**config.mk**
```make
export PLATFORM = sky130hd
export DESIGN_NAME = dns_name_text_to_wire_core_flat
export DESIGN_NICKNAME = d
export VERILOG_FILES = /design/src/rtl/core/dnw_pkg.sv /design/src/rtl/core/dnw_if.sv /design/src/rtl/core/dnw_parse.sv /design/src/rtl/core/dnw_drain.sv /design/src/rtl/core/dns_name_text_to_wire_core.sv /design/src/flat_wrapper.sv
export VERILOG_INCLUDE_DIRS = /design/src /design/src/rtl/core
export SDC_FILE = /design/constraint.sdc
export NUM_CORES = 1
export LEC_CHECK = 0
export BUFFER_PORTS_ARGS = -buffer_cell sky130_fd_sc_hd__buf_2
export CORE_MARGIN = 8
export CORE_UTILIZATION = 40
export DETAILED_ROUTE_END_ITERATION = 8
export PLACE_DENSITY = 0.66
export SYNTH_ARGS = -nofsm -noshare
export SYNTH_HDL_FRONTEND = slang
export SYNTH_SLANG_ARGS = --single-unit
```
**constraint.sdc**
```tcl
create_clock -name clock -period 13.4 [get_ports clock]
set_input_delay 1.34 -clock clock [delete_from_list [all_inputs] [get_ports clock]]
set_output_delay 1.34 -clock clock [all_outputs]
set_load 0.02 [all_outputs]
```
**src/rtl/core/dns_name_text_to_wire_core_macros.svh**
```systemverilog
// Assertion macros shared by the name encoder RTL.
// Depends on nothing; each user module provides signals named clock and reset.
`ifndef DNS_NAME_TEXT_TO_WIRE_CORE_MACROS_SVH
`define DNS_NAME_TEXT_TO_WIRE_CORE_MACROS_SVH
`ifndef SYNTHESIS
`define DNW_ASSERT_IMPLY(lbl, ante, cons) \
   lbl: assert property (@(posedge clock) disable iff (reset) (ante) |-> (cons)) \
      else $error("assertion failed");
`define DNW_ASSERT_NEXT(lbl, ante, cons) \
   lbl: assert property (@(posedge clock) disable iff (reset) (ante) |=> (cons)) \
      else $error("assertion failed");
`else
`define DNW_ASSERT_IMPLY(lbl, ante, cons)
`define DNW_ASSERT_NEXT(lbl, ante, cons)
`endif
`endif

```
**src/rtl/core/dnw_pkg.sv**
```systemverilog
// Shared types and constants for the text-to-wire name encoder.
// No dependencies.
package dnw_pkg;

   localparam logic [7:0] MAX_NAME_BYTES  = 8'd255;
   localparam logic [5:0] MAX_LABEL_BYTES = 6'd63;
   localparam int         MAX_RESULTS     = 3;

   localparam logic [2:0] ST_OK          = 3'd0;
   localparam logic [2:0] ST_EMPTY_LABEL = 3'd1;
   localparam logic [2:0] ST_LABEL_LONG  = 3'd2;
   localparam logic [2:0] ST_BITSTRING   = 3'd3;
   localparam logic [2:0] ST_ESC_MIX     = 3'd4;
   localparam logic [2:0] ST_ESC_BIG     = 3'd5;
   localparam logic [2:0] ST_NAME_LONG   = 3'd6;
   localparam logic [2:0] ST_INCOMPLETE  = 3'd7;

   localparam logic REG_FOLD_CASE = 1'b0;

   typedef struct packed {
      logic [7:0] char_byte;
      logic       end_of_name;
      logic       no_char;
   } req_type;

   typedef struct packed {
      logic       write_valid;
      logic [7:0] write_offset;
      logic [7:0] write_byte;
      logic       name_done;
      logic [2:0] status;
      logic [7:0] name_length;
      logic [7:0] label_total;
   } res_type;

   typedef struct packed {
      logic [1:0]                   count;
      res_type [MAX_RESULTS-1:0]    slot;
   } bundle_type;

endpackage

```
**src/rtl/core/dnw_if.sv**
```systemverilog
// Valid/ready channel interfaces for the name encoder: request and result.
// Standalone; field widths follow the encoder package.
interface dnw_req_if;
   logic       valid;
   logic       ready;
   logic [7:0] char_byte;
   logic       end_of_name;
   logic       no_char;

   modport source (output valid, char_byte, end_of_name, no_char, input ready);
   modport sink   (input valid, char_byte, end_of_name, no_char, output ready);
endinterface

interface dnw_rsp_if;
   logic       valid;
   logic       ready;
   logic       write_valid;
   logic [7:0] write_offset;
   logic [7:0] write_byte;
   logic       name_done;
   logic [2:0] status;
   logic [7:0] name_length;
   logic [7:0] label_total;
   logic       last;

   modport source (output valid, write_valid, write_offset, write_byte, name_done, status,
                   name_length, label_total, last, input ready);
   modport sink   (input valid, write_valid, write_offset, write_byte, name_done, status,
                   name_length, label_total, last, output ready);
endinterface

```
**src/rtl/core/dnw_parse.sv**
```systemverilog
// Parser state and per-character step: builds the bundle of up to three results.
// Depends on dnw_pkg and the assertion macro header.
`include "dns_name_text_to_wire_core_macros.svh"

module dnw_parse
   import dnw_pkg::*;
(
   input  logic       clock,
   input  logic       reset,
   input  logic       fold_case,
   input  logic       take,
   input  req_type    item,
   output bundle_type bundle
);

   localparam logic [2:0] PH_NAME_START   = 3'd0;
   localparam logic [2:0] PH_LABEL_START  = 3'd1;
   localparam logic [2:0] PH_ORDINARY     = 3'd2;
   localparam logic [2:0] PH_FIRST_ESCAPE = 3'd3;
   localparam logic [2:0] PH_ESCAPE       = 3'd4;
   localparam logic [2:0] PH_ESC_DECIMAL  = 3'd5;

   localparam logic [7:0] CH_DOT      = 8'h2E;
   localparam logic [7:0] CH_AT       = 8'h40;
   localparam logic [7:0] CH_BSLASH   = 8'h5C;
   localparam logic [7:0] CH_LBRACKET = 8'h5B;
   localparam logic [7:0] CH_ZERO     = 8'h30;
   localparam logic [7:0] CH_NINE     = 8'h39;
   localparam logic [7:0] CH_UPPER_A  = 8'h41;
   localparam logic [7:0] CH_UPPER_Z  = 8'h5A;
   localparam logic [7:0] CASE_OFFSET = 8'd32;
   localparam logic [9:0] ESC_BYTE_MAX = 10'd255;
   localparam logic [1:0] ESC_DIGITS  = 2'd3;

   logic [2:0] phase_ff, phase_in;
   logic [5:0] label_len_ff, label_len_in;
   logic [1:0] esc_digits_ff, esc_digits_in;
   logic [9:0] esc_value_ff, esc_value_in;
   logic [7:0] wire_used_ff, wire_used_in;
   logic [7:0] label_start_ff, label_start_in;
   logic [7:0] labels_seen_ff, labels_seen_in;
   logic       discard_ff, discard_in;

   // working copies of the state inside the step
   logic [2:0]  w_phase;
   logic [5:0]  w_len;
   logic [1:0]  w_digits;
   logic [9:0]  w_value;
   logic [7:0]  w_used;
   logic [7:0]  w_start;
   logic [7:0]  w_labels;
   logic [13:0] w_mul;
   logic        failed, finished;
   logic [2:0]  fail_code;
   logic        go_start, go_ord, go_esc, go_dec, go_push, go_dot, go_fin, go_root;
   logic [7:0]  push_val;
   logic        do_byte, do_patch, do_zero;
   logic [7:0]  byte_off, byte_val, patch_off;
   logic [5:0]  patch_len;
   logic [1:0]  cnt;
   logic [7:0]  c;
   logic        e, nc, is_digit;
   logic [3:0]  digit;

   function automatic logic [7:0] fold_byte(input logic [7:0] v, input logic en);
      logic [7:0] r;
      r = v;
      if (en && v >= CH_UPPER_A && v <= CH_UPPER_Z) begin
         r = v + CASE_OFFSET;
      end
      return r;
   endfunction

   function automatic res_type make_res(input logic wv, input logic [7:0] off,
                                        input logic [7:0] byt, input logic done,
                                        input logic [2:0] st, input logic [7:0] len,
                                        input logic [7:0] lab);
      res_type r;
      r.write_valid  = wv;
      r.write_offset = off;
      r.write_byte   = byt;
      r.name_done    = done;
      r.status       = st;
      r.name_length  = len;
      r.label_total  = lab;
      return r;
   endfunction

   always_comb begin
      c        = item.char_byte;
      e        = item.end_of_name;
      nc       = item.no_char;
      is_digit = (c >= CH_ZERO) && (c <= CH_NINE);
      digit    = 4'(c - CH_ZERO);

      w_phase  = phase_ff;
      w_len    = label_len_ff;
      w_digits = esc_digits_ff;
      w_value  = esc_value_ff;
      w_used   = wire_used_ff;
      w_start  = label_start_ff;
      w_labels = labels_seen_ff;
      w_mul    = '0;

      failed    = 1'b0;
      finished  = 1'b0;
      fail_code = ST_OK;
      go_start  = 1'b0;
      go_ord    = 1'b0;
      go_esc    = 1'b0;
      go_dec    = 1'b0;
      go_push   = 1'b0;
      go_dot    = 1'b0;
      go_fin    = 1'b0;
      go_root   = 1'b0;
      push_val  = '0;
      do_byte   = 1'b0;
      do_patch  = 1'b0;
      do_zero   = 1'b0;
      byte_off  = '0;
      byte_val  = '0;
      patch_off = '0;
      patch_len = '0;

      if (!discard_ff && !nc) begin
         if (w_used >= MAX_NAME_BYTES) begin
            failed    = 1'b1;
            fail_code = ST_NAME_LONG;
         end else begin
            unique case (w_phase)
               PH_NAME_START: begin
                  if (c == CH_DOT) begin
                     if (e) begin
                        go_root = 1'b1;
                     end else begin
                        failed    = 1'b1;
                        fail_code = ST_EMPTY_LABEL;
                     end
                  end else if (c == CH_AT && e) begin
                     go_root = 1'b1;
                  end else begin
                     go_start = 1'b1;
                  end
               end
               PH_ORDINARY: go_ord = 1'b1;
               PH_FIRST_ESCAPE: begin
                  if (c == CH_LBRACKET) begin
                     failed    = 1'b1;
                     fail_code = ST_BITSTRING;
                  end else begin
                     go_esc = 1'b1;
                  end
               end
               PH_ESCAPE:      go_esc = 1'b1;
               PH_ESC_DECIMAL: go_dec = 1'b1;
               default:        go_start = 1'b1;
            endcase
         end

         // open a label: reserve its length slot
         if (go_start) begin
            w_start = w_used;
            w_used  = w_used + 8'd1;
            w_len   = '0;
            if (c == CH_BSLASH) begin
               w_phase = PH_FIRST_ESCAPE;
            end else begin
               w_phase = PH_ORDINARY;
               go_ord  = 1'b1;
            end
         end

         if (go_ord) begin
            if (c == CH_DOT) begin
               if (w_len == '0) begin
                  failed    = 1'b1;
                  fail_code = ST_EMPTY_LABEL;
               end else begin
                  go_dot = 1'b1;
               end
            end else if (c == CH_BSLASH) begin
               w_phase = PH_ESCAPE;
            end else begin
               go_push  = 1'b1;
               push_val = c;
            end
         end

         if (go_esc) begin
            if (!is_digit) begin
               go_push  = 1'b1;
               push_val = c;
            end else begin
               w_digits = '0;
               w_value  = '0;
               w_phase  = PH_ESC_DECIMAL;
               go_dec   = 1'b1;
            end
         end

         // accumulate one decimal digit of an escape
         if (go_dec) begin
            if (!is_digit) begin
               failed    = 1'b1;
               fail_code = ST_ESC_MIX;
            end else begin
               w_mul    = 14'(w_value) * 14'd10 + 14'(digit);
               w_value  = w_mul[9:0];
               w_digits = w_digits + 2'd1;
               if (w_digits == ESC_DIGITS) begin
                  w_digits = '0;
                  if (w_value > ESC_BYTE_MAX) begin
                     failed    = 1'b1;
                     fail_code = ST_ESC_BIG;
                  end else begin
                     go_push  = 1'b1;
                     push_val = w_value[7:0];
                  end
               end
            end
         end

         if (go_push) begin
            if ({1'b0, w_len} + 7'd1 > {1'b0, MAX_LABEL_BYTES}) begin
               failed    = 1'b1;
               fail_code = ST_LABEL_LONG;
            end else if (w_used >= MAX_NAME_BYTES) begin
               failed    = 1'b1;
               fail_code = ST_NAME_LONG;
            end else begin
               do_byte  = 1'b1;
               byte_off = w_used;
               byte_val = fold_byte(push_val, fold_case);
               w_used   = w_used + 8'd1;
               w_len    = w_len + 6'd1;
               w_phase  = PH_ORDINARY;
            end
         end

         if (go_dot) begin
            do_patch  = 1'b1;
            patch_off = w_start;
            patch_len = w_len;
            w_labels  = w_labels + 8'd1;
            if (e) begin
               do_zero  = 1'b1;
               finished = 1'b1;
            end else begin
               w_phase = PH_LABEL_START;
            end
         end

         if (go_root) begin
            finished = 1'b1;
         end
      end

      go_fin = !discard_ff && e && (nc || (!failed && !finished));
      if (go_fin) begin
         if (w_used >= MAX_NAME_BYTES) begin
            failed    = 1'b1;
            fail_code = ST_NAME_LONG;
         end else if (w_phase != PH_ORDINARY) begin
            failed    = 1'b1;
            fail_code = ST_INCOMPLETE;
         end else begin
            do_patch  = 1'b1;
            patch_off = w_start;
            patch_len = w_len;
            w_labels  = w_labels + 8'd1;
            do_zero   = 1'b1;
            finished  = 1'b1;
         end
      end

      // pack results in emission order
      cnt         = '0;
      bundle.slot = '0;
      if (do_byte) begin
         bundle.slot[cnt] = make_res(1'b1, byte_off, byte_val, 1'b0, ST_OK, 8'd0, 8'd0);
         cnt = cnt + 2'd1;
      end
      if (do_patch) begin
         bundle.slot[cnt] = make_res(1'b1, patch_off, {2'b00, patch_len}, 1'b0, ST_OK,
                                     8'd0, 8'd0);
         cnt = cnt + 2'd1;
      end
      if (do_zero) begin
         bundle.slot[cnt] = make_res(1'b1, w_used, 8'd0, 1'b1, ST_OK, w_used + 8'd1,
                                     w_labels + 8'd1);
         cnt = cnt + 2'd1;
      end
      if (failed) begin
         bundle.slot[cnt] = make_res(1'b0, 8'd0, 8'd0, 1'b1, fail_code, 8'd0, 8'd0);
         cnt = cnt + 2'd1;
      end
      if (go_root) begin
         bundle.slot[cnt] = make_res(1'b1, 8'd0, 8'd0, 1'b1, ST_OK, 8'd1, 8'd1);
         cnt = cnt + 2'd1;
      end
      bundle.count = cnt;

      // next state
      phase_in       = w_phase;
      label_len_in   = w_len;
      esc_digits_in  = w_digits;
      esc_value_in   = w_value;
      wire_used_in   = w_used;
      label_start_in = w_start;
      labels_seen_in = w_labels;
      discard_in     = discard_ff;
      if ((discard_ff && e) || (!discard_ff && (failed || finished || e))) begin
         phase_in       = PH_NAME_START;
         label_len_in   = '0;
         esc_digits_in  = '0;
         esc_value_in   = '0;
         wire_used_in   = '0;
         label_start_in = '0;
         labels_seen_in = '0;
         discard_in     = !discard_ff && failed && !e;
      end
   end

   always_ff @(posedge clock) begin
      if (reset) begin
         phase_ff       <= PH_NAME_START;
         label_len_ff   <= '0;
         esc_digits_ff  <= '0;
         esc_value_ff   <= '0;
         wire_used_ff   <= '0;
         label_start_ff <= '0;
         labels_seen_ff <= '0;
         discard_ff     <= 1'b0;
      end else if (take) begin
         phase_ff       <= phase_in;
         label_len_ff   <= label_len_in;
         esc_digits_ff  <= esc_digits_in;
         esc_value_ff   <= esc_value_in;
         wire_used_ff   <= wire_used_in;
         label_start_ff <= label_start_in;
         labels_seen_ff <= labels_seen_in;
         discard_ff     <= discard_in;
      end
   end

   `DNW_ASSERT_IMPLY(a_discard_at_start, discard_ff, phase_ff == PH_NAME_START && wire_used_ff == 8'd0 && labels_seen_ff == 8'd0)
   `DNW_ASSERT_NEXT(a_error_discards, take && !discard_ff && failed && !e, discard_ff)
   `DNW_ASSERT_IMPLY(a_label_bound, !discard_ff, label_len_ff <= MAX_LABEL_BYTES)

endmodule

```
**src/rtl/core/dnw_drain.sv**
```systemverilog
// Result register: holds one bundle and hands its results out one per cycle while rsp.ready is high.
// Depends on dnw_pkg, dnw_rsp_if and the assertion macro header.
`include "dns_name_text_to_wire_core_macros.svh"

module dnw_drain
   import dnw_pkg::*;
(
   input  logic             clock,
   input  logic             reset,
   input  logic             load,
   input  bundle_type       bundle,
   output logic             can_load,
   dnw_rsp_if.source        rsp
);

   res_type [MAX_RESULTS-1:0] slot_ff, slot_in;
   logic [1:0] count_ff, count_in;
   logic [1:0] index_ff, index_in;
   logic       pop, pop_last, at_last;
   res_type    cur;

   assign cur      = slot_ff[index_ff];
   assign at_last  = (index_ff == count_ff - 2'd1);
   assign pop      = rsp.valid && rsp.ready;
   assign pop_last = pop && at_last;
   assign can_load = (count_ff == 2'd0) || pop_last;

   assign rsp.valid        = (count_ff != 2'd0);
   assign rsp.write_valid  = cur.write_valid;
   assign rsp.write_offset = cur.write_offset;
   assign rsp.write_byte   = cur.write_byte;
   assign rsp.name_done    = cur.name_done;
   assign rsp.status       = cur.status;
   assign rsp.name_length  = cur.name_length;
   assign rsp.label_total  = cur.label_total;
   assign rsp.last         = at_last;

   always_comb begin
      slot_in  = slot_ff;
      count_in = count_ff;
      index_in = index_ff;
      if (load) begin
         slot_in  = bundle.slot;
         count_in = bundle.count;
         index_in = '0;
      end else if (pop_last) begin
         count_in = '0;
         index_in = '0;
      end else if (pop) begin
         index_in = index_ff + 2'd1;
      end
   end

   always_ff @(posedge clock) begin
      slot_ff <= slot_in;
      if (reset) begin
         count_ff <= '0;
         index_ff <= '0;
      end else begin
         count_ff <= count_in;
         index_ff <= index_in;
      end
   end

   `DNW_ASSERT_IMPLY(a_done_is_last, rsp.valid && rsp.name_done, rsp.last)
   `DNW_ASSERT_IMPLY(a_nowrite_is_error, rsp.valid && !rsp.write_valid, rsp.name_done && rsp.status != ST_OK)
   `DNW_ASSERT_IMPLY(a_index_in_range, rsp.valid, index_ff < count_ff)

endmodule

```
**src/rtl/core/dns_name_text_to_wire_core.sv**
```systemverilog
// Text-to-wire DNS name encoder. Takes one character of a presentation-form name per item
// and returns wire-format byte writes: label bytes at their offsets, each label's length
// byte patched into the slot reserved at its start, then the trailing zero on a done result
// that carries total wire length and label count. Root is '.' or '@' alone; backslash
// escapes a character or a three-digit decimal byte; fold_case lowercases ASCII letters.
// Errors come back once as a status on a done result, and the rest of that name is dropped
// up to its end marker. Timing: an item is registered on acceptance, parsed combinationally
// into a bundle of zero to three results once the result register can take it, and that
// bundle is registered there to offer its first result. The single result port sets the
// pace: an item that causes k results holds the output until all k are taken (k is at
// most 3, for the last character of a name: label byte, length byte, zero byte); items
// with zero or one result flow at one per cycle while results are taken. No memory, no
// clearing pass after reset. Depends on dnw_pkg, dnw_if, dnw_parse and dnw_drain.
module dns_name_text_to_wire_core
   import dnw_pkg::*;
(
   input  logic        clock,
   input  logic        reset,
   dnw_req_if.sink     req_bus,
   dnw_rsp_if.source   rsp_bus,
   input  logic        csr_psel,
   input  logic        csr_penable,
   input  logic        csr_pwrite,
   input  logic [2:0]  csr_paddr,
   input  logic [31:0] csr_pwdata,
   output logic [31:0] csr_prdata,
   output logic        csr_pready
);

   // configuration register
   logic fold_case_ff, fold_case_in;
   logic csr_write;
   logic csr_hit;

   // input register
   logic    in_valid_ff, in_valid_in;
   req_type in_item_ff, in_item_in;

   logic       take;
   logic       can_load;
   logic       load;
   bundle_type bundle;

   // decode: word index is bit 2 of the byte address
   assign csr_hit    = (csr_paddr[2] == REG_FOLD_CASE);
   assign csr_write  = csr_psel && csr_penable && csr_pwrite && csr_pready;
   assign csr_pready = 1'b1;
   assign csr_prdata = csr_hit ? {31'd0, fold_case_ff} : 32'd0;

   always_comb begin
      fold_case_in = fold_case_ff;
      if (csr_write && csr_hit) begin
         fold_case_in = csr_pwdata[0];
      end
   end

   // advance the held item into the parser when the result register can take its bundle
   assign take          = in_valid_ff && can_load;
   assign req_bus.ready = !in_valid_ff || take;

   always_comb begin
      in_valid_in = in_valid_ff;
      in_item_in  = in_item_ff;
      if (req_bus.valid && req_bus.ready) begin
         in_valid_in            = 1'b1;
         in_item_in.char_byte   = req_bus.char_byte;
         in_item_in.end_of_name = req_bus.end_of_name;
         in_item_in.no_char     = req_bus.no_char;
      end else if (take) begin
         in_valid_in = 1'b0;
      end
   end

   always_ff @(posedge clock) begin
      in_item_ff <= in_item_in;
      if (reset) begin
         fold_case_ff <= 1'b0;
         in_valid_ff  <= 1'b0;
      end else begin
         fold_case_ff <= fold_case_in;
         in_valid_ff  <= in_valid_in;
      end
   end

   dnw_parse u_parse (
      .clock     (clock),
      .reset     (reset),
      .fold_case (fold_case_ff),
      .take      (take),
      .item      (in_item_ff),
      .bundle    (bundle)
   );

   // drop empty bundles: items that cause no result just retire
   assign load = take && (bundle.count != 2'd0);

   dnw_drain u_drain (
      .clock    (clock),
      .reset    (reset),
      .load     (load),
      .bundle   (bundle),
      .can_load (can_load),
      .rsp      (rsp_bus)
   );

endmodule
```
**src/flat_wrapper.sv**
```systemverilog
// flat-port wrapper written by rule: the top's interface ports become plain ports
module dns_name_text_to_wire_core_flat import dnw_pkg::*;
  (clock, reset, csr_psel, csr_penable, csr_pwrite, csr_paddr, csr_pwdata, csr_prdata, csr_pready, req_bus_valid, req_bus_char_byte, req_bus_end_of_name, req_bus_no_char, req_bus_ready, rsp_bus_valid, rsp_bus_write_valid, rsp_bus_write_offset, rsp_bus_write_byte, rsp_bus_name_done, rsp_bus_status, rsp_bus_name_length, rsp_bus_label_total, rsp_bus_last, rsp_bus_ready);
  dnw_req_if req_bus_i ();
  dnw_rsp_if rsp_bus_i ();
  input  logic clock;
  input  logic reset;
  input  logic csr_psel;
  input  logic csr_penable;
  input  logic csr_pwrite;
  input  logic [2:0] csr_paddr;
  input  logic [31:0] csr_pwdata;
  output logic [31:0] csr_prdata;
  output logic csr_pready;
  input wire logic [$bits(req_bus_i.valid)-1:0] req_bus_valid;
  input wire logic [$bits(req_bus_i.char_byte)-1:0] req_bus_char_byte;
  input wire logic [$bits(req_bus_i.end_of_name)-1:0] req_bus_end_of_name;
  input wire logic [$bits(req_bus_i.no_char)-1:0] req_bus_no_char;
  output wire logic [$bits(req_bus_i.ready)-1:0] req_bus_ready;
  output wire logic [$bits(rsp_bus_i.valid)-1:0] rsp_bus_valid;
  output wire logic [$bits(rsp_bus_i.write_valid)-1:0] rsp_bus_write_valid;
  output wire logic [$bits(rsp_bus_i.write_offset)-1:0] rsp_bus_write_offset;
  output wire logic [$bits(rsp_bus_i.write_byte)-1:0] rsp_bus_write_byte;
  output wire logic [$bits(rsp_bus_i.name_done)-1:0] rsp_bus_name_done;
  output wire logic [$bits(rsp_bus_i.status)-1:0] rsp_bus_status;
  output wire logic [$bits(rsp_bus_i.name_length)-1:0] rsp_bus_name_length;
  output wire logic [$bits(rsp_bus_i.label_total)-1:0] rsp_bus_label_total;
  output wire logic [$bits(rsp_bus_i.last)-1:0] rsp_bus_last;
  input wire logic [$bits(rsp_bus_i.ready)-1:0] rsp_bus_ready;
  assign req_bus_i.valid = req_bus_valid;
  assign req_bus_i.char_byte = req_bus_char_byte;
  assign req_bus_i.end_of_name = req_bus_end_of_name;
  assign req_bus_i.no_char = req_bus_no_char;
  assign req_bus_ready = req_bus_i.ready;
  assign rsp_bus_valid = rsp_bus_i.valid;
  assign rsp_bus_write_valid = rsp_bus_i.write_valid;
  assign rsp_bus_write_offset = rsp_bus_i.write_offset;
  assign rsp_bus_write_byte = rsp_bus_i.write_byte;
  assign rsp_bus_name_done = rsp_bus_i.name_done;
  assign rsp_bus_status = rsp_bus_i.status;
  assign rsp_bus_name_length = rsp_bus_i.name_length;
  assign rsp_bus_label_total = rsp_bus_i.label_total;
  assign rsp_bus_last = rsp_bus_i.last;
  assign rsp_bus_i.ready = rsp_bus_ready;
  dns_name_text_to_wire_core u_core (.clock(clock), .reset(reset), .req_bus(req_bus_i), .rsp_bus(rsp_bus_i), .csr_psel(csr_psel), .csr_penable(csr_penable), .csr_pwrite(csr_pwrite), .csr_paddr(csr_paddr), .csr_pwdata(csr_pwdata), .csr_prdata(csr_prdata), .csr_pready(csr_pready));
endmodule
```
======== Word-level counts from Yosys, hierarchy flattened ========
Cells that the tools add are included.
storage, ports and cells
  input port bits ......................... 52
  memories kept ........................... 0
  word-level logic and storage cells ...... 344
  bits in latches ......................... 0
  flip-flop bits (word level) ............. 173
  memory bits (read-only) ................. 0
  RAM bits ................................ 0
operators by class
  bitwise operators ....................... 4
  shift-type cells ........................ 0
  $lt $le $gt $ge ......................... 18
  reduce and logical (&&, ||, !) cells .... 48
  multipliers ............................. 1
  equality and inequality tests ........... 11
  div/mod/pow operators ................... 0
  mux-type cells .......................... 208
  add/subtract/negate cells ............... 18
operators by type and width
  operator                                                                          count
  111-bit two-way mux                                                               4
  111-bit bitwise mux                                                               3
  8-bit two-way mux                                                                 40
  37-bit demux with 2-bit select                                                    4
  37-bit two-way mux                                                                6
  99-bit AND                                                                        1
  99-bit NOT                                                                        1
  3-bit two-way mux                                                                 30
  1-bit two-way mux                                                                 82
  37-bit binary-select mux with 2-bit select                                        1
  6-bit two-way mux                                                                 12
  10-bit two-way mux                                                                7
  8-bit by 1-bit adder with 8-bit output, second input constant                     6
  2-bit two-way mux                                                                 15
  8-bit by 7-bit equality test with 1-bit output, second input constant             3
  8-bit greater-or-equal comparator, second input constant                          3
  1-bit logical AND                                                                 24
  2-bit by 3-bit less-than comparator with 1-bit output, second input constant      5
  2-bit by 1-bit adder with 2-bit output, second input constant                     6
  12-bit bitwise OR                                                                 1
  10-bit by 4-bit adder with 10-bit output                                          1
  10-bit by 8-bit greater-than comparator with 1-bit output, second input constant  1
  10-bit by 3-bit multiplier with 9-bit output, second input constant               1
  2-bit nonzero test                                                                5
  other kinds (28)                                                                  46

======== Logic depth before layout (Yosys ltp) ========
Gate-level depths: netlist of the first run.
  word-level depth ........................ 38
  mapped depth ............................ 38
  gate-level depth less buffers ........... 36

======== By module ========
A second synthesis of the first run with hierarchy kept.
second synthesis, totals
  cell total of the unflattened synthesis .. 1221
  area total of the unflattened synthesis .. 11242.0 um^2
by module, submodules not included
  module                      sequential area each (um^2)  times used  area each (um^2)  cells an instance
  dnw_parse                   900.9                        1           6182.2            899
  dnw_drain                   3413.3                       1           4374.2            265
  dns_name_text_to_wire_core  340.3                        1           685.7             57

======== Worst setup path after synthesis of the first run ========
OpenSTA, ideal clock, no wires.
  path type ............................... register to register
  start ................................... register u_core.u_parse.wire_used_ff[1]
  end ..................................... register u_core.u_drain.slot_ff[0] (netlist name), enable pin
  stages on the path, launching flop included .. 36
  setup slack ............................. 2.820 ns
  clock period less this slack ............ 10.580 ns
  buffers on the path ..................... 4
  library setup time ...................... 0.471 ns
  arrival ................................. 10.109 ns
  path through ............................ dfxtp_1 > ha_1 > buf_2 > nand4_1 > o211ai_2 > a21o_1 > clkbuf_1 > and2_1 > ha_1 > ha_1 > inv_1 > fa_1 > nor2b_1 > nand4_1 > or3_1 > nor3b_1 > o211ai_1 > nand2_1 > nand3_1 > mux2_2 > mux2i_1 > inv_1 > ha_1 > a211oi_1 > a211o_4 > o31ai_4 > buf_4 > nand2_1 > clkbuf_1 > fa_1 > ha_1 > o21ai_0 > o31ai_1 > ha_1 > a31oi_1 > and2_1
between the ends
  longest elaborated chain between the ends .. 31
  elaborated cells between the ends (all ways) .. 113
  those cells by class .................... 9 x add/sub; 1 x mul; 5 x order compare; 2 x eq/ne; 88 x mux; 8 x reduce/logical
ends and longest elaborated chain
  what                                                                                   line                              source
  start: declaration                                                                     dnw_parse.sv:39                   logic [7:0] wire_used_ff, wire_used_in;
  start signal: assignment                                                               dnw_parse.sv:339                  wire_used_ff <= wire_used_in;
  branches (longest 28 deep; another with 10-bit by 3-bit multiplier with 9-bit output)  --
  2-bit two-way mux *                                                                    dnw_parse.sv:297                  if (go_root) begin
  2-bit nonzero test *                                                                   dns_name_text_to_wire_core.sv:95  assign load = take && (bundle.count != 2'd0);
  1-bit logical AND *                                                                    dns_name_text_to_wire_core.sv:95
  via u_core.load                                                                        dns_name_text_to_wire_core.sv:41  logic load;
  end signal: assignment                                                                 dnw_drain.sv:55                   slot_ff <= slot_in;
  end: declaration                                                                       dnw_drain.sv:16                   res_type [MAX_RESULTS-1:0] slot_ff, slot_in;
Mark *: on every way through the listed nets, which the timed path passes. The select of a mux whose other input is x is not followed.
A chain may end at the register's enable or synchronous reset.

======== Worst setup path in the final report of the first run ========
  start ................................... register u_core.u_parse.wire_used_ff[0]
  end ..................................... register u_core.u_drain.slot_ff[13] (netlist name), enable pin
Same word-level chain as after synthesis.

==> metrics, run 1 <==
GR Util All Layers 0.173; Post-synth EDFFs 111; Cells after Synth 1175; Iter 0 DRT Violations 686; commonest cells after routing, fill and taps aside 147 x nor2_1, 116 x nand2_1, 111 x edfxtp_1; antenna violations before repair 0; Setup Skew 0.0100 ns; Area Overhead vs Synth 9.23%; max incr delay on CP 0.68 ns; fin worst setup slack 1.97 ns; remaining global-route overflow 0; Max-Cap Viols 0; First-pass DRT Iterations 5; startpoint types flip-flop; Placement Rows 60; worst slack, placed 2.12 ns; Worst VDD drop 0.0854 mV; post-synth top area share 0.311; crit share post-route 0.853; Cell Area, Synth 10700 µm²; fmax 87.5 MHz; # IOs 125; CTS Buf Count 17; Max clock buf depth 2; largest net degree at the start of global routing 43; die width 180 µm; Pleak 4.13 nW; drt wl/cell 18.2 µm; RSZ-0062 raised after global routing false; vias per cell 5.73; Die ar. 32300 µm²; Yosys cell types 101; H-tree levels 4; layout cells sized above 1 0.127; Final Wtd Congestion 0.888; syn avg cell area 9.13 µm²; CP delay by family, top simple AND/OR/NAND/NOR gates; vias in the first global route 8635; ys async rst share 0; most frequent CP cell ha_1; PortBufs 59; via count 8877; Synth area leader edfxtp_1; final hold vios 0; PwrDens 125 nW/µm²; fin nets 1281; Seq/Total Area, Yosys 0.406; total negative slack 0 ns; root buf cell clkbuf_16; ANT cells 0; clk_lat worst skew 0.44 ns; synth warn 0; core area 26700 µm²; fin crit period 11.43 ns; # DRC 0; CTS tree yes; crit path buf inv count 4; number of synthesized register bits 162; CP Data Arrival Time 11.51 ns; status finished, final reports clean; final setup fails 0; Setup CP Type flip-flop to flip-flop; CTS resizes 0; Slew Limit Fails 0; final wirelength 28200 µm; Hold Crit Class flip-flop to flip-flop; largest cells by area after synthesis edfxtp_1 31%, dfxtp_1 9.5%, nor2_1 5.1%, nand2_1 4.1%, mux2i_1 4.0%; ANT nets after route 0; Critical Path Fanout Max 42; relative slew slack 0.234; Setup Fix Bufs, Post-CTS 0; Post-DP HPWL 20100 µm; crit end category flip-flop; hold buffers post-CTS 0; slowest CP cell o31ai_4; Initial Util 0.403; worst-margin pin slew 1.14 ns; commonest non-fill, non-tap cell in the layout nor2_1; worst endpoint required time 13.48 ns; Die Y 180 µm; clock tree sinks 162; Clk pin slew, worst setup/hold paths 0.07 ns; ys flop type edfxtp_1; global-route wire length before repair 46000 µm
==> cell type report <==
cell class,instances,area (µm²)
Inverter,23,86.3
Multi-Input combinational cell,919,5880
Fill cell,2568,14900
Clock buffer,17,425
Clock inverter,15,160
Tap cell,341,427
Sequential cell,162,4360
Timing Repair Buffer,71,385
==> kinds of logic after synthesis <==
family,after synthesis,synth area share
AND/OR/NAND/NOR,453,0.208
AO/OA/AOI/OAI,290,0.189
flip-flops,162,0.406
buffers and inverters,124,0.0575
XOR/XNOR,62,0.0520
multiplexers,46,0.0433
adder cells (fa/ha/maj),36,0.0438
other,2,0.000700
==> synthesized netlist by cell type (all sizes together) (5+ instances only) <==
library cell / n
a211oi: 14
a21o: 9
a21oi: 49
a22o: 11
a22oi: 17
a31oi: 8
a32oi: 18
and2: 15
and3: 27
buf: 57
clkbuf: 44
dfxtp: 51
edfxtp: 111
ha: 32
inv: 22
mux2i: 43
nand2: 117
nand2b: 11
nand3: 24
nand4: 17
nor2: 150
nor2b: 13
nor3: 28
nor3b: 8
nor4: 6
o211ai: 5
o21a: 8
o21ai: 76
o22ai: 19
o31ai: 9
or2: 7
or3: 9
or4: 6
xnor2: 35
xor2: 27
==> per-layer routing <==
metal	vias to the layer above	GRT usage	routed length (µm)
met1	4240	0.217	12400
li1	4299	-	-
met2	278	0.286	13300
met3	60	0.0381	1640
met5	-	0	0
met4	0	0.0677	804
==> final timing paths <==
kind | from | to | slack, ns | cells past startpoint
min reg2reg | u_core.u_parse.esc_value_ff[1]$_SDFFE_PP0P_ | u_core.u_parse.esc_value_ff[1]$_SDFFE_PP0P_ | 0.47 | 1
min | u_core.u_parse.esc_value_ff[1]$_SDFFE_PP0P_ | u_core.u_parse.esc_value_ff[1]$_SDFFE_PP0P_ | 0.47 | 1
max reg2reg | u_core.u_parse.wire_used_ff[0]$_SDFFE_PP0P_ | u_core.u_drain.slot_ff[13]$_DFFE_PP_ | 1.97 | 35
max | u_core.u_parse.wire_used_ff[0]$_SDFFE_PP0P_ | u_core.u_drain.slot_ff[13]$_DFFE_PP_ | 1.97 | 35
==> sequential cells by signal (all words and copies together) (netlist names), 3 cells and up <==
name / count
u_core.u_parse.phase_ff: 3
u_core.in_item_ff: 10
u_core.u_parse.label_start_ff: 8
u_core.u_drain.slot_ff: 101
u_core.u_parse.label_len_ff: 6
u_core.u_parse.esc_value_ff: 9
u_core.u_parse.labels_seen_ff: 8
u_core.u_parse.wire_used_ff: 8
==> worst register-to-register path, delay by kind of cell, from the launching register on <==
| kind | cells | cell delay [ns] |
|---|---|---|
| compound gates | 10 | 2.92 |
| fa+ha+maj | 8 | 2.43 |
| buf+inv | 4 | 1.10 |
| flops | 1 | 0.50 |
| mux | 2 | 0.47 |
| simple gates | 11 | 3.63 |
==> report_power, final <==
group / internal, mW / switching [mW]
Clock: 0.249 / 0.236
Sequential: 0.602 / 0.0188
Combinational: 0.0990 / 0.256
==> per-stage QoR <==
step	hold slack, ns	util	instances	power [mW]	instance area, µm²
floorplan	0.434	-	1205	0.889	10800
finish	0.474	0.440	1548	1.46	11700
global route	0.499	0.440	1548	1.53	11700
CTS	0.478	0.440	1548	1.47	11700
detailed placement	0.453	0.418	1516	0.989	11100
global placement	0.456	0.418	1516	0.983	11100
(Power assumes the default switching activity.)
==> run 2, diff against run 1 <==
SYNTH_HIERARCHICAL = 1   (was unset)
==> run 2 against run 1 <==
Sequential power grew 4.3%. Register-to-register slack gained 0.84 ns. Maximum frequency is 7.9% higher. Largest power group unchanged. Critical path type unchanged. Synthesized cell count grew 3.9%. Highest routed layer unchanged. Global-route usage shrank 0.46 points. Die area is 4.3% higher.
==> metrics, run 2 <==
Setup CP Type flip-flop to flip-flop; Initial Util 0.406; max incr delay on CP 0.76 ns; most frequent CP cell ha_1; ys async rst share 0; Cells after Synth 1221; CTS Buf Count 17; First-pass DRT Iterations 7; vias in the first global route 8528; ys flop type edfxtp_1; synth warn 6; top layer in use met4; worst slack, placed 2.99 ns; status finished, final reports clean; H-tree levels 4; crit end category flip-flop; vias per cell 5.60; hold buffers post-CTS 0; CTS resizes 0; final setup fails 0; core area 27700 µm²; Largest register FFs 111; commonest cells after routing, fill and taps aside 164 x nor2_1, 121 x edfxtp_1, 117 x nand2_1; worst-margin pin slew 1.00 ns; biggest regs u_core/u_drain/slot_ff: 111 flops, u_core/in_item_ff: 10 flops, u_core/u_parse/esc_value_ff: 9 flops; root buf cell clkbuf_16; M1 WL 12400 µm; remaining global-route overflow 0; ANT nets after route 0; Max-Cap Viols 0; worst endpoint required time 13.48 ns; layout cells sized above 1 0.117; largest cells by area after synthesis edfxtp_1 32%, dfxtp_1 9.1%, nor2_1 5.5%, mux2i_1 4.4%, nand2_1 3.9%; Post-DP HPWL 20100 µm; Setup Fix Bufs, Post-CTS 0; syn avg cell area 9.21 µm²; total negative slack 0 ns; Post-Place Cells 1590; global-route wire length before repair 45500 µm; final hold vios 0; # DRC 0; Area Overhead vs Synth 8.24%; Die ar. 33700 µm²; fin worst setup slack 2.81 ns; via count 9084; Post-synth top cells 164 x nor2_1, 121 x edfxtp_1, 117 x nand2_1; worst reg-to-reg setup slack 2.81 ns; hold wc startpoint u_core/u_parse/esc_digits_ff[1]$_SDFFE_PP0P_; GR Util All Layers 0.168; Final Wtd Congestion 0.926; drt wl/cell 17.6 µm; count leader, synth nor2_1; final wirelength 28600 µm; cells on worst reg2reg path 35; crit share post-route 0.791; Hold Crit Class flip-flop to flip-flop; Hold Path Sink u_core/u_parse/esc_digits_ff[1]$_SDFFE_PP0P_; post-synth top area share 0.323; clk_lat worst skew 0.44 ns; ANT cells 0; CTS tree yes; Seq/Total Area, Yosys 0.414; Iter 0 DRT Violations 833; Synth area leader edfxtp_1; fin cells 1622; Worst VDD drop 0.0896 mV; Max clock buf depth 2; Cell Area, Synth 11200 µm²; commonest non-fill, non-tap cell in the layout nor2_1; fin nets 1318; Yosys cell types 92; Post-synth EDFFs 121; Pleak 4.35 nW; post-route cell area 12200 µm²; die width 184 µm; reg2reg end u_core/u_drain/slot_ff[1]$_DFFE_PP_; largest net degree at the start of global routing 91; Layout fillers 2668; Critical Path Fanout Max 90; DR WL met2 13600 µm; CP Data Arrival Time 10.67 ns; number of synthesized register bits 172; placed inst area 11600 µm²; fin crit period 10.59 ns; clock tree sinks 172; startpoint types flip-flop; relative slew slack 0.329; Setup Skew 0.0104 ns; R2R Path Start u_core/u_parse/wire_used_ff[0]$_SDFFE_PP0P_; # IOs 125; Die Y 184 µm; fmax 94.4 MHz; slowest CP cell a2111oi_4; Slew Limit Fails 0; antenna violations before repair 0; Met3 Wirelength 2000 µm; Placement Rows 61; PwrDens 117 nW/µm²; Top reg by flops u_core/u_drain/slot_ff; hold depth 2; PortBufs 59; Clk pin slew, worst setup/hold paths 0.07 ns; RSZ-0062 raised after global routing false
## run 2: critical path, delay by kind of cell (launching register included)
family	cells	cell delay, ns
xor gates and xnor gates	1	0.44
DFF	1	0.50
AOI/OAI and AO/OA	11	3.15
and+or+nand+nor	10	2.22
buffers and inverters	4	0.88
adders and majority gates	8	2.56
muxes	1	0.36
## run 2: layer usage
layer,global-route usage,up-vias
met1,0.211,4362
li1,-,4343
met2,0.284,334
met4,0.0654,0
met5,0,-
met3,0.0308,45
## run 2: through the flow
stage          total power, mW  hold WS, ns  utilization
6_report                  1.43        0.482        0.439
3_3_place_gp             0.942        0.467        0.418
2_1_floorplan            0.874        0.446            -
5_1_grt                   1.49        0.508        0.439
4_1_cts                   1.44        0.484        0.439
3_5_place_dp             0.946        0.475        0.418
## run 2: power breakdown
| group | total (mW) | switching (mW) | internal [mW] |
|---|---|---|---|
| Clock | 0.493 | 0.241 | 0.251 |
| Combinational | 0.287 | 0.203 | 0.0839 |
| Sequential | 0.648 | 0.0189 | 0.629 |
| Total | 1.43 | 0.463 | 0.965 |
## run 2: layout make-up
| cell class | count | area [µm²] | share of cell area |
|---|---|---|---|
| multi-input combinational | 944 | 5960 | 0.490 |
| timing repair buffer | 69 | 383 | 0.0315 |
| tap | 378 | 473 | 0.0389 |
| sequential | 172 | 4660 | 0.383 |
| clock buffer | 17 | 425 | 0.0350 |
| inverter | 27 | 101 | 0.00833 |
| clock inverter | 15 | 171 | 0.0141 |
## run 2: worst max-delay path by stage
stage	slack (ns)	depth (start not counted)	endpoint	start
after floorplan	2.24	37	u_core/u_drain/index_ff[0]$_SDFFE_PP0P_	u_core/in_item_ff[9]$_DFFE_PP_
after global placement	3.01	36	u_core/u_drain/slot_ff[81]$_DFFE_PP_	u_core/u_parse/wire_used_ff[0]$_SDFFE_PP0P_
after detailed placement	2.99	35	u_core/u_drain/slot_ff[81]$_DFFE_PP_	u_core/in_item_ff[9]$_DFFE_PP_
after CTS	2.95	35	u_core/u_drain/slot_ff[41]$_DFFE_PP_	u_core/in_item_ff[9]$_DFFE_PP_
after global routing	2.06	35	u_core/u_drain/slot_ff[78]$_DFFE_PP_	u_core/u_parse/wire_used_ff[0]$_SDFFE_PP0P_
final	2.81	35	u_core/u_drain/slot_ff[1]$_DFFE_PP_	u_core/u_parse/wire_used_ff[0]$_SDFFE_PP0P_
## run 2: kinds of logic (layout without fill, tap and decap cells)
group,count (synthesis),in the layout,synth area share
AND/OR/NAND/NOR,462,462,0.200
AO/OA/AOI/OAI,288,288,0.176
multiplexers,50,50,0.0446
XOR/XNOR,66,66,0.0529
flip-flops,172,172,0.414
other,3,42,0.00100
buffers and inverters,144,128,0.0699
adder cells (fa/ha/maj),36,36,0.0418
